File: config.mk
export PLATFORM = sky130hd
export DESIGN_NAME = bwrc_queue
export DESIGN_NICKNAME = d
export VERILOG_FILES = /design/src/rtl/bwrc_pkg.sv /design/src/rtl/bwrc_queue.sv
export SDC_FILE = /design/constraint.sdc
export NUM_CORES = 1
export LEC_CHECK = 0
export ABC_CLOCK_PERIOD_IN_PS = 9320
export BUFFER_PORTS_ARGS = -buffer_cell sky130_fd_sc_hd__buf_2
export CORE_AREA = 2 2 112 114
export DETAILED_ROUTE_END_ITERATION = 6
export DIE_AREA = 0 0 114 116
export PLACE_DENSITY_LB_ADDON = 0.1
export SYNTH_ARGS = -nofsm -noshare
export SYNTH_HDL_FRONTEND = slang
export SYNTH_SLANG_ARGS = --single-unit
File: constraint.sdc
create_clock -name clk -period 9.32 [get_ports clk]
set_input_delay 0.466 -clock clk [delete_from_list [all_inputs] [get_ports clk]]
set_output_delay 0.466 -clock clk [all_outputs]
set_load 0.005 [all_outputs]
File: src/rtl/bwrc_pkg.sv
// bwrc_pkg: shared types, codes and constants of the window refcount cache
// used by every rtl file of the block; depends on nothing
`timescale 1ns / 1ps

package bwrc_pkg;

    localparam int TABLE_ENTRIES_DEF = 16;
    localparam int REF_BITS_DEF      = 16;
    localparam int ADDR_W            = 48;
    localparam int CFG_W             = 48;
    localparam int CFG_IDX_W         = 3;

    localparam logic [2:0] CFG_SCALE  = 3'd0;
    localparam logic [2:0] CFG_OFFSET = 3'd1;
    localparam logic [2:0] CFG_MOD    = 3'd2;
    localparam logic [2:0] CFG_SUBB   = 3'd3;
    localparam logic [2:0] CFG_UNIT   = 3'd4;
    localparam logic [2:0] CFG_PARK   = 3'd5;

    typedef enum logic [1:0] {
        REQ_ACCESS  = 2'd0,
        REQ_RELEASE = 2'd1,
        REQ_FLUSH   = 2'd2,
        REQ_NONE    = 2'd3
    } req_t;

    typedef enum logic [3:0] {
        ST_HIT     = 4'd0,
        ST_MISS    = 4'd1,
        ST_KEPT    = 4'd2,
        ST_PARKED  = 4'd3,
        ST_EVICTED = 4'd4,
        ST_FLUSHED = 4'd5,
        ST_EMPTY   = 4'd6,
        ST_FULL    = 4'd7,
        ST_UNKNOWN = 4'd8,
        ST_CNTERR  = 4'd9
    } status_t;

    // classified request passed from front to back
    typedef struct packed {
        req_t              kind;
        logic [ADDR_W-1:0] win;
        logic [31:0]       boff;
    } job_t;

    typedef struct packed {
        logic [3:0]  status;
        logic [3:0]  slot;
        logic [47:0] win;
        logic [31:0] boff;
        logic [63:0] mpos;
        logic        last;
    } res_t;

    typedef enum logic [1:0] {
        FS_IDLE = 2'd0,
        FS_MUL  = 2'd1,
        FS_DIV  = 2'd2,
        FS_OUT  = 2'd3
    } fstate_t;

    typedef enum logic [3:0] {
        BS_IDLE   = 4'd0,
        BS_SEARCH = 4'd1,
        BS_DECIDE = 4'd2,
        BS_PQSCAN = 4'd3,
        BS_SHIFT  = 4'd4,
        BS_EMIT   = 4'd5,
        BS_MPOS   = 4'd6,
        BS_FLUSH  = 4'd7,
        BS_EVICT2 = 4'd8
    } bstate_t;

endpackage

File: src/rtl/bwrc_queue.sv
// bwrc_queue: small two-entry fifo of classified jobs between front and back
// uses bwrc_pkg for the job type
`timescale 1ns / 1ps

module bwrc_queue (
    input  logic           clk,
    input  logic           rst_n,
    input  logic           wr_valid,
    output logic           wr_ready,
    input  bwrc_pkg::job_t wr_data,
    output logic           rd_valid,
    input  logic           rd_ready,
    output bwrc_pkg::job_t rd_data
);

    bwrc_pkg::job_t mem_reg [2];
    logic       wptr_reg;
    logic       rptr_reg;
    logic [1:0] cnt_reg;
    logic       do_wr;
    logic       do_rd;

    assign wr_ready = (cnt_reg != 2'd2);
    assign rd_valid = (cnt_reg != 2'd0);
    assign rd_data  = mem_reg[rptr_reg];
    assign do_wr    = wr_valid && wr_ready;
    assign do_rd    = rd_valid && rd_ready;

    always_ff @(posedge clk or negedge rst_n)
    begin
        if (!rst_n)
        begin
            wptr_reg <= 1'b0;
            rptr_reg <= 1'b0;
            cnt_reg  <= 2'd0;
        end
        else
        begin
            if (do_wr)
            begin
                wptr_reg <= ~wptr_reg;
            end
            if (do_rd)
            begin
                rptr_reg <= ~rptr_reg;
            end
            cnt_reg <= cnt_reg + {1'b0, do_wr} - {1'b0, do_rd};
        end
    end

    always_ff @(posedge clk)
    begin
        if (do_wr)
        begin
            mem_reg[wptr_reg] <= wr_data;
        end
    end

endmodule

==> results of run 1 <==
[cell families (layout without fill, tap and decap cells)]
kind of cell,count (synthesis),count (layout)
simple gates,6,6
buf+inv,10,204
flops,168,168
xor+xnor,4,4
fa+ha+maj,2,2
other cells,0,1
mux,82,82
[through the flow]
| stage | setup slack, ns | power (mW) | instances | utilization, % | hold slack [ns] |
|---|---|---|---|---|---|
| floorplan | 4.764 | 1.646 | 272 | - | 0.1704 |
| global placement | 6.684 | 1.840 | 582 | 61.92 | 0.2763 |
| detailed placement | 6.689 | 1.849 | 582 | 61.92 | 0.2795 |
| CTS | 6.245 | 2.422 | 613 | 66.01 | 0.2201 |
| global route | 6.175 | 2.511 | 614 | 66.03 | 0.2203 |
| finish | 6.296 | 2.389 | 614 | 66.03 | 0.2404 |
[routing by layer]
layer / vias to the layer above / part of all wire [%]
met2: 118 / 51
li1: 1444 / -
met3: 18 / 7.0
met1: 1500 / 40
met4: 0 / 2.2
met5: - / 0
[what timing repair did]
item / in CTS / in global routing
endpoints found under the setup margin: 0 / 0
hold buffers: 1 / 0
endpoints found under the hold margin: 4 / 0
[area by class of cell]
cell class,count,area [um2]
diodes,1,2.502
clock buffers,21,440.4
clock inverters,9,36.28
fillers,839,4046
inverters,1,3.754
multi-input cells,94,1291
flip-flops and latches,168,5029
well taps,147,183.9
repair buffers,173,878.3
[power groups by stage]
| stage | sequential, mW | combinational (mW) | clock (mW) |
|---|---|---|---|
| 5_1_grt | 1.12 | 0.773 | 0.618 |
| 2_1_floorplan | 1.10 | 0.549 | 0 |
| 6_report | 1.10 | 0.715 | 0.572 |
| 3_3_place_gp | 1.11 | 0.728 | 0 |
| 3_5_place_dp | 1.12 | 0.728 | 0 |
| 4_1_cts | 1.11 | 0.730 | 0.587 |
[worst paths after layout]
check | slack (ns) | depth (start not counted) | from | endpoint
hold reg to reg | 0.54 | 1 | cnt_reg[0]$_DFF_PN0_ | cnt_reg[0]$_DFF_PN0_
setup reg to reg | 6.78 | 4 | cnt_reg[1]$_DFF_PN0_ | mem_reg[0][52]$_DFFE_PP_
min in group asynchronous | 0.41 | 2 | rst_n | wptr_reg$_DFFE_PN0N_
hold / removal | 0.24 | 1 | wr_data[68] | mem_reg[0][68]$_DFFE_PP_
max in group asynchronous | 8.76 | 2 | rst_n | rptr_reg$_DFFE_PN0P_
setup / recovery | 6.30 | 3 | rptr_reg$_DFFE_PN0P_ | rd_data[47]
[layout by cell type, fill, tap and decap left out, drive strengths merged]
master,count
or2,1
and3,1
clkbuf,21
buf,172
ha,2
edfxtp,164
nand2,1
diode,1
and2,1
mux2,82
nand2b,1
inv,1
nor2,1
xnor2,3
xor2,1
dfrtp,4
dlygate4sd3,1
clkinv,9
==> tab_implementation.tex, run 1 <==
\begin{tabular}{lr}
\hline
Metric & Value \\
\hline
\multicolumn{2}{l}{\textbf{Place}} \\
\quad Detailed placement HPWL & 6851 um \\
\quad Post-placement cell area & 0.007376 mm2 \\
\quad Routability-driven placement congestion ratio & 0.7296 \\
\quad Buffers added on ports & 169 \\
\multicolumn{2}{l}{\textbf{Setup path}} \\
\quad Slowest stage cell on the critical path & sky130\_fd\_sc\_hd\_\_buf\_4 \\
\quad Worst Setup Start Kind & flop \\
\quad Max stage delay on crit path & 0.88 ns \\
\quad Kind of cell with the highest combined delay on the critical path & buffers and inverters \\
\quad Req. time, crit path & 8.85 ns \\
\quad Capturing element type of the critical path & primary output \\
\quad Arrival @ worst endpoint & 2.56 ns \\
\quad Ordered cell list for the critical path & buf\_4 > mux2\_4 > buf\_2 \\
\quad Largest fanout on the critical path & 60 \\
\quad Worst Path Buf+Inv & 2 \\
\quad Worst setup path class & flop to primary output \\
\multicolumn{2}{l}{\textbf{Synth}} \\
\quad Post-synth top cells & sky130\_fd\_sc\_hd\_\_edfxtp\_1 (164), sky130\_fd\_sc\_hd\_\_mux2\_4 (70), sky130\_fd\_sc\_hd\_\_mux2\_2 (12), sky130\_fd\_sc\_hd\_\_buf\_12 (7), sky130\_fd\_sc\_hd\_\_dfrtp\_1 (4) \\
\quad Arithmetic-cell share of the synthesized area counting full adders, half adders and majority gates & 0.3871\% \\
\quad Synthesized-area fraction occupied by ao, oa, aoi and oai cells & 0\% \\
\quad Largest family of logic cells by synthesized area & multiplexers \\
\quad Share of flip-flops with an asynchronous set or reset & 2.381\% \\
\quad Flip-flop and latch count after synthesis & 168 \\
\quad Number of standard cells after synthesis & 272 \\
\quad Leading area contributor after synthesis & sky130\_fd\_sc\_hd\_\_edfxtp\_1 \\
\quad Proportion of netlist area held by the largest area contributor & 76.19\% \\
\quad Post-Synthesis Cell Area & 0.006464 mm2 \\
\quad Simple-gate area share of the yosys netlist & 0.5033\% \\
\quad Flip-flop cell with the highest count after synthesis & sky130\_fd\_sc\_hd\_\_edfxtp\_1 \\
\quad Most used standard cell by instance count after synthesis & sky130\_fd\_sc\_hd\_\_edfxtp\_1 \\
\quad Synth Area per Inst & 23.76 um2 \\
\quad Portion of netlist area occupied by mux cells & 18.35\% \\
\quad Proportion of synthesized chip area in sequential cells & 77.74\% \\
\quad Synth area leaders & sky130\_fd\_sc\_hd\_\_edfxtp\_1 (76\%), sky130\_fd\_sc\_hd\_\_mux2\_4 (16\%), sky130\_fd\_sc\_hd\_\_buf\_12 (2.2\%) \\
\quad Xor and xnor area share after synthesis & 0.5420\% \\
\quad Post-synth EDFFs & 164 \\
\quad Synth cell types & 17 \\
\quad Syn Nets & 360 \\
\quad Warning count from the yosys run & 0 \\
\multicolumn{2}{l}{\textbf{Clocking}} \\
\quad Clock Root Buffer & sky130\_fd\_sc\_hd\_\_clkbuf\_16 \\
\quad TritonCTS clock tree & yes \\
\quad H-tree depth reported by CTS & 4 \\
\quad Register clock-pin slew on the reported worst setup and hold paths & 0.06 ns \\
\quad Number of buffers created by CTS & 17 \\
\quad Clock sinks & 168 \\
\quad Clock Latency Late Sink & 0.41 ns \\
\quad Postcts setup bufs & 0 \\
\quad Post-CTS Resized & 0 \\
\quad Buffers from clock root to sink, at most & 2 \\
\multicolumn{2}{l}{\textbf{Floorplanning}} \\
\quad Overall die width & 114 um \\
\quad Area enclosed by the die boundary & 0.01322 mm2 \\
\quad FP Rows & 40 \\
\quad Floorplan die height & 116 um \\
\quad Area inside the core boundary & 0.01191 mm2 \\
\quad Initial cell density of the core & 54.26\% \\
\quad Count of pins on the block boundary & 170 \\
\multicolumn{2}{l}{\textbf{Power}} \\
\quad Clk pwr share & 24.0\% \\
\quad Internal power component & 1.766 mW \\
\quad P\_sw & 0.6233 mW \\
\quad Worst VDD drop & 315.6 uV \\
\quad Pwr/cell area & 303.7 mW/mm2 \\
\quad Share of total power in combinational logic & 29.9\% \\
\quad Leakage power of the design & 3.153 nW \\
\quad Register share of total power & 46.1\% \\
\quad Switching portion of total power & 26.09\% \\
\multicolumn{2}{l}{\textbf{Global route}} \\
\quad M3 GR Usage & 5.858\% \\
\quad Number of global-route vias before repair & 3183 \\
\quad Wire length of the first global-routing pass & 15790 um \\
\quad Maximum number of pins on one net before global-route repair & 61 \\
\quad Gr ovfl total & 0 \\
\quad Global-route layer with the greatest usage & met2 \\
\quad Met2 Use GR & 27.26\% \\
\quad Number of antenna violations at the first check in global routing & 1 \\
\quad GR Layer Usage met1 & 19.29\% \\
\quad Total routing resource utilization after global routing & 16.54\% \\
\multicolumn{2}{l}{\textbf{STA}} \\
\quad Worst rel slew slack & 24.80\% \\
\quad Total of endpoints with negative setup slack in the final report & 0 \\
\quad Worst clock skew on the final layout & 0.005976 ns \\
\quad Min Tclk post-route & 3.024 ns \\
\quad Total negative setup slack & 0 ns \\
\quad Final period utilization & 32.44\% \\
\quad Maximum clock frequency & 330.7 MHz \\
\quad Worst Tran Pin Value & 1.128 ns \\
\quad Setup repair after global routing missed its margin & no \\
\quad Final Max Tran Viols & 0 \\
\quad Number of hold violations in the final report & 0 \\
\multicolumn{2}{l}{\textbf{Routing}} \\
\quad \# DRC & 0 \\
\quad Count of routing violations after the opening detailed-route iteration & 212 \\
\quad Wirelength per Cell & 17.10 um \\
\quad Avg Vias per Cell & 5.016 \\
\quad Number of vias after detailed routing & 3080 \\
\quad Total iterations of the first detailed-routing run & 4 \\
\quad Detail Route Antenna Nets & 0 \\
\quad Final wirelength & 10500 um \\
\multicolumn{2}{l}{\textbf{Layout}} \\
\quad Share of post-route cells with drive strength above 1 & 59.23\% \\
\quad Max reg flops & 164 \\
\quad Final net count & 543 \\
\quad Final standard cell area without fillers & 0.007865 mm2 \\
\quad Area added between synthesis and finish & 21.68\% \\
\multicolumn{2}{l}{\textbf{Job}} \\
\quad Number of max-capacitance violations reported & 0 \\
\multicolumn{2}{l}{\textbf{Worst hold path}} \\
\quad Worst hold path type & input port to flop \\
\multicolumn{2}{l}{\textbf{Outcome}} \\
\quad Status & complete, no violations \\
\hline
\end{tabular}
No activity file was read; power rests on OpenSTA's default activity.
==> run 2: changes to the inputs <==
--- a/config.mk
+++ b/config.mk
@@ -5,11 +5,12 @@
 export SDC_FILE = /design/constraint.sdc
 export NUM_CORES = 1
 export LEC_CHECK = 0
-export ABC_CLOCK_PERIOD_IN_PS = 9320
+export ABC_AREA = 1
+export ABC_CLOCK_PERIOD_IN_PS = 2650
 export BUFFER_PORTS_ARGS = -buffer_cell sky130_fd_sc_hd__buf_2
-export CORE_AREA = 2 2 112 114
+export CORE_AREA = 2 2 119 121
 export DETAILED_ROUTE_END_ITERATION = 6
-export DIE_AREA = 0 0 114 116
+export DIE_AREA = 0 0 121 123
 export PLACE_DENSITY_LB_ADDON = 0.1
 export SYNTH_ARGS = -nofsm -noshare
 export SYNTH_HDL_FRONTEND = slang
==> constraint.sdc (replaced) <==
create_clock -name clk -period 2.65 [get_ports clk]
set_input_delay 0.1325 -clock clk [delete_from_list [all_inputs] [get_ports clk]]
set_output_delay 0.1325 -clock clk [all_outputs]
set_load 0.005 [all_outputs]
==> run 2 against run 1 <==
  * Critical path type unchanged
  * Count of clock-buffer cells in the layout fell by 4
  * Worst hold slack got worse by 0.20 ns
  * Sequential share of layout area fell by 6.6 points
  * Power rose to 3.8 times the previous value
  * Clock power rose to 4.6 times the previous value
  * Flip-flop and latch count did not move
  * Largest power group unchanged
  * Critical path depth rose by 1
==> tab_implementation.tex, run 2 <==
\begin{tabular}{lr}
\hline
Metric & Value \\
\hline
\multicolumn{2}{l}{\textbf{Global route}} \\
\quad Number of global-route vias before repair & 4143 (+30\%) \\
\quad Number of antenna violations at the first check in global routing & 0 (-1) \\
\quad Wire length of the first global-routing pass & 19550 um (+24\%) \\
\quad Gr ovfl total & 0 (unchanged) \\
\quad Total routing resource utilization after global routing & 17.74\% (+1.2 points) \\
\quad Maximum number of pins on one net before global-route repair & 52 (-15\%) \\
\multicolumn{2}{l}{\textbf{Setup path}} \\
\quad Worst Path Buf+Inv & 2 (unchanged) \\
\quad Req. time, crit path & 2.52 ns (-6.33 ns) \\
\quad Kind of cell with the highest combined delay on the critical path & buffers and inverters \\
\quad Slowest stage cell on the critical path & sky130\_fd\_sc\_hd\_\_buf\_4 \\
\quad Cell count along the critical path & 4 (+1) \\
\quad Arrival @ worst endpoint & 1.66 ns (-0.90 ns) \\
\quad Most Frequent Cell on Critical Path & sky130\_fd\_sc\_hd\_\_nand2\_1 \\
\quad Worst reg2reg startpoint & cnt\_reg[1]\$\_DFF\_PN0\_ \\
\quad Worst-case reg-to-reg path depth & 4 (unchanged) \\
\quad Origin of the worst setup path & rptr\_reg\$\_DFFE\_PN0P\_ \\
\quad Ordered cell list for the critical path & buf\_4 > nand2\_1 > nand2\_1 > buf\_2 \\
\quad Largest fanout on the critical path & 51 (-15\%) \\
\quad Capturing element type of the critical path & primary output \\
\quad Worst Setup Start Kind & flop \\
\quad Worst setup path class & flop to primary output \\
\quad Max stage delay on crit path & 0.49 ns (-0.39 ns) \\
\multicolumn{2}{l}{\textbf{Floorplanning}} \\
\quad Floorplan die height & 123 um (+6.0\%) \\
\quad Overall die width & 121 um (+6.1\%) \\
\quad Area enclosed by the die boundary & 0.01488 mm2 (+13\%) \\
\quad Count of pins on the block boundary & 170 (unchanged) \\
\quad FP Rows & 43 (+7.5\%) \\
\quad Initial cell density of the core & 45.97\% (-8.3 points) \\
\quad Area inside the core boundary & 0.01361 mm2 (+14\%) \\
\multicolumn{2}{l}{\textbf{Synth}} \\
\quad Post-synth EDFFs & 164 (unchanged) \\
\quad Post-synth top cells & sky130\_fd\_sc\_hd\_\_nand2\_1 (259), sky130\_fd\_sc\_hd\_\_edfxtp\_1 (164), sky130\_fd\_sc\_hd\_\_buf\_6 (14), sky130\_fd\_sc\_hd\_\_inv\_1 (8), sky130\_fd\_sc\_hd\_\_dfrtp\_1 (4) \\
\quad Synth Area per Inst & 13.60 um2 (-43\%) \\
\quad Proportion of netlist area held by the largest area contributor & 78.70\% (+2.5 points) \\
\quad Proportion of synthesized chip area in sequential cells & 80.30\% (+2.6 points) \\
\quad Syn Nets & 548 (+52\%) \\
\quad Number of standard cells after synthesis & 460 (+69\%) \\
\quad Warning count from the yosys run & 0 (unchanged) \\
\quad Post-Synthesis Cell Area & 0.006257 mm2 (-3.2\%) \\
\quad Flip-flop and latch count after synthesis & 168 (unchanged) \\
\quad Flip-flop cell with the highest count after synthesis & sky130\_fd\_sc\_hd\_\_edfxtp\_1 \\
\quad Share of flip-flops with an asynchronous set or reset & 2.381\% (unchanged) \\
\quad Synth area leaders & sky130\_fd\_sc\_hd\_\_edfxtp\_1 (79\%), sky130\_fd\_sc\_hd\_\_nand2\_1 (16\%), sky130\_fd\_sc\_hd\_\_buf\_6 (2.5\%) \\
\quad Synth cell types & 11 (-6) \\
\quad Leading area contributor after synthesis & sky130\_fd\_sc\_hd\_\_edfxtp\_1 \\
\quad Most used standard cell by instance count after synthesis & sky130\_fd\_sc\_hd\_\_nand2\_1 \\
\multicolumn{2}{l}{\textbf{Outcome}} \\
\quad Status & complete, no violations \\
\multicolumn{2}{l}{\textbf{Power}} \\
\quad Clk pwr share & 29.0\% (+5.0 points) \\
\quad Worst VDD drop & 649.1 uV (+110\%) \\
\quad Leakage power of the design & 3.801 nW (+21\%) \\
\quad Register share of total power & 41.6\% (-4.5 points) \\
\quad Share of total power in combinational logic & 29.4\% (-0.5 points) \\
\quad Pwr/cell area & 1029 mW/mm2 (+240\%) \\
\quad Internal power component & 6.305 mW (+260\%) \\
\quad Switching portion of total power & 30.08\% (+4.0 points) \\
\quad P\_sw & 2.712 mW (+340\%) \\
\multicolumn{2}{l}{\textbf{Layout}} \\
\quad Most frequent cells in the layout & sky130\_fd\_sc\_hd\_\_nand2\_1 (259), sky130\_fd\_sc\_hd\_\_buf\_2 (169), sky130\_fd\_sc\_hd\_\_edfxtp\_1 (164) \\
\quad Share of post-route cells with drive strength above 1 & 28.57\% (-31 points) \\
\quad Final net count & 810 (+49\%) \\
\quad Leading cell type in the layout, fill and taps excluded & sky130\_fd\_sc\_hd\_\_nand2\_1 \\
\quad Max reg flops & 164 (unchanged) \\
\quad Area added between synthesis and finish & 40.05\% \\
\quad Inserted Diodes & 0 (-1) \\
\multicolumn{2}{l}{\textbf{Place}} \\
\quad Detailed placement HPWL & 7867 um (+15\%) \\
\quad Routability-driven placement congestion ratio & 0.7301 (about the same) \\
\quad Buffers added on ports & 169 (unchanged) \\
\multicolumn{2}{l}{\textbf{STA}} \\
\quad Worst rel slew slack & 61.06\% (+36 points) \\
\quad Total negative setup slack & 0 ns (unchanged) \\
\quad Number of hold violations in the final report & 0 (unchanged) \\
\quad Setup repair after global routing missed its margin & no \\
\quad Worst clock skew on the final layout & 0.006132 ns (+0.0001562 ns) \\
\quad Min Tclk post-route & 1.793 ns \\
\quad Worst Tran Pin Value & 0.5840 ns (-0.5439 ns) \\
\quad Total of endpoints with negative setup slack in the final report & 0 (unchanged) \\
\quad Maximum clock frequency & 557.6 MHz \\
\quad Hold\_ws & 0.03644 ns (-0.2040 ns) \\
\quad Final Max Tran Viols & 0 (unchanged) \\
\quad Final period utilization & 67.67\% \\
\multicolumn{2}{l}{\textbf{Routing}} \\
\quad Final wirelength & 12800 um (+22\%) \\
\quad Total iterations of the first detailed-routing run & 4 (unchanged) \\
\quad Count of routing violations after the opening detailed-route iteration & 214 (+0.94\%) \\
\quad Wirelength per Cell & 13.99 um (-18\%) \\
\quad Detail Route Antenna Nets & 0 (unchanged) \\
\quad Number of vias after detailed routing & 4160 (+35\%) \\
\quad \# DRC & 0 (unchanged) \\
\quad Avg Vias per Cell & 4.546 (-9.4\%) \\
\multicolumn{2}{l}{\textbf{Job}} \\
\quad Number of max-capacitance violations reported & 0 (unchanged) \\
\multicolumn{2}{l}{\textbf{Clocking}} \\
\quad H-tree depth reported by CTS & 4 (unchanged) \\
\quad Buffers from clock root to sink, at most & 2 (unchanged) \\
\quad TritonCTS clock tree & yes \\
\quad Register clock-pin slew on the reported worst setup and hold paths & 0.06 ns (about the same) \\
\quad Clock sinks & 168 (unchanged) \\
\quad Number of buffers created by CTS & 17 (unchanged) \\
\quad Postcts setup bufs & 0 (unchanged) \\
\quad Clock Latency Late Sink & 0.42 ns (about the same) \\
\quad Clock Root Buffer & sky130\_fd\_sc\_hd\_\_clkbuf\_16 \\
\multicolumn{2}{l}{\textbf{Worst hold path}} \\
\quad Worst hold path type & input port to async pin \\
\hline
\end{tabular}
## run 2: worst reg2reg max path: cells and delay by family (launching register included)
kind	cells	cell delay (ns)
flip-flops	1	0.39
buffers and inverters	1	0.29
AND/OR/NAND/NOR	3	0.67
## run 2: cell families after synthesis
family        synth area share [%]
buf+inv                      3.459
flops                        80.30
simple gates                 15.84
fa+ha+maj                   0.3999
## run 2: per-layer routing
| layer | up-vias | track usage (%) | part of all wire (%) |
|---|---|---|---|
| met5 | - | 0 | 0 |
| met4 | 0 | 7.413 | 1.4 |
| met3 | 13 | 5.812 | 6.2 |
| met2 | 135 | 30.62 | 51 |
| met1 | 1940 | 20.40 | 41 |
| li1 | 2072 | - | - |
## run 2: cell type report
cell class	instances	area [um2]
clock inverters	15	206.4
clock buffers	17	425.4
well taps	180	225.2
multi-input cells	265	1023
flip-flops and latches	168	5026
repair buffers	261	1822
inverters	9	35.03
fillers	1024	4848
## run 2: what timing repair did
item                                   in CTS  in global routing
hold buffers                               84                  0
endpoints found under the hold margin     169                  0
gates resized for setup                     0                  0
## run 2: worst paths after layout
path / to / slack (ns)
setup / recovery: rd_data[34] / 0.86
hold / removal: cnt_reg[0]$_DFF_PN0_ / 0.04
setup reg to reg: mem_reg[1][31]$_DFFE_PP_ / 0.96
hold reg to reg: wptr_reg$_DFFE_PN0N_ / 0.48
max in group asynchronous: rptr_reg$_DFFE_PN0P_ / 2.47
min in group clk: wptr_reg$_DFFE_PN0N_ / 0.04
## run 2: per-stage QoR
step	power, mW	util [%]	setup WS, ns	instances	cell area, um2
after global routing	9.572	64.38	0.7241	915	8763
final	9.017	64.38	0.8566	915	8763
after floorplan	5.336	-	0.03340	460	6265
after CTS	9.137	64.38	0.7804	915	8763
after detailed placement	6.420	53.56	0.9268	799	7291
after global placement	6.365	53.56	0.9674	799	7291
## run 2: power groups by stage
| stage | sequential, mW | clock, mW | combinational [mW] |
|---|---|---|---|
| after floorplan | 3.81 | 0 | 1.53 |
| after global placement | 3.79 | 0 | 2.58 |
| after detailed placement | 3.81 | 0 | 2.61 |
| after CTS | 3.76 | 2.66 | 2.72 |
| after global routing | 3.80 | 2.78 | 3.00 |
| final | 3.75 | 2.62 | 2.65 |
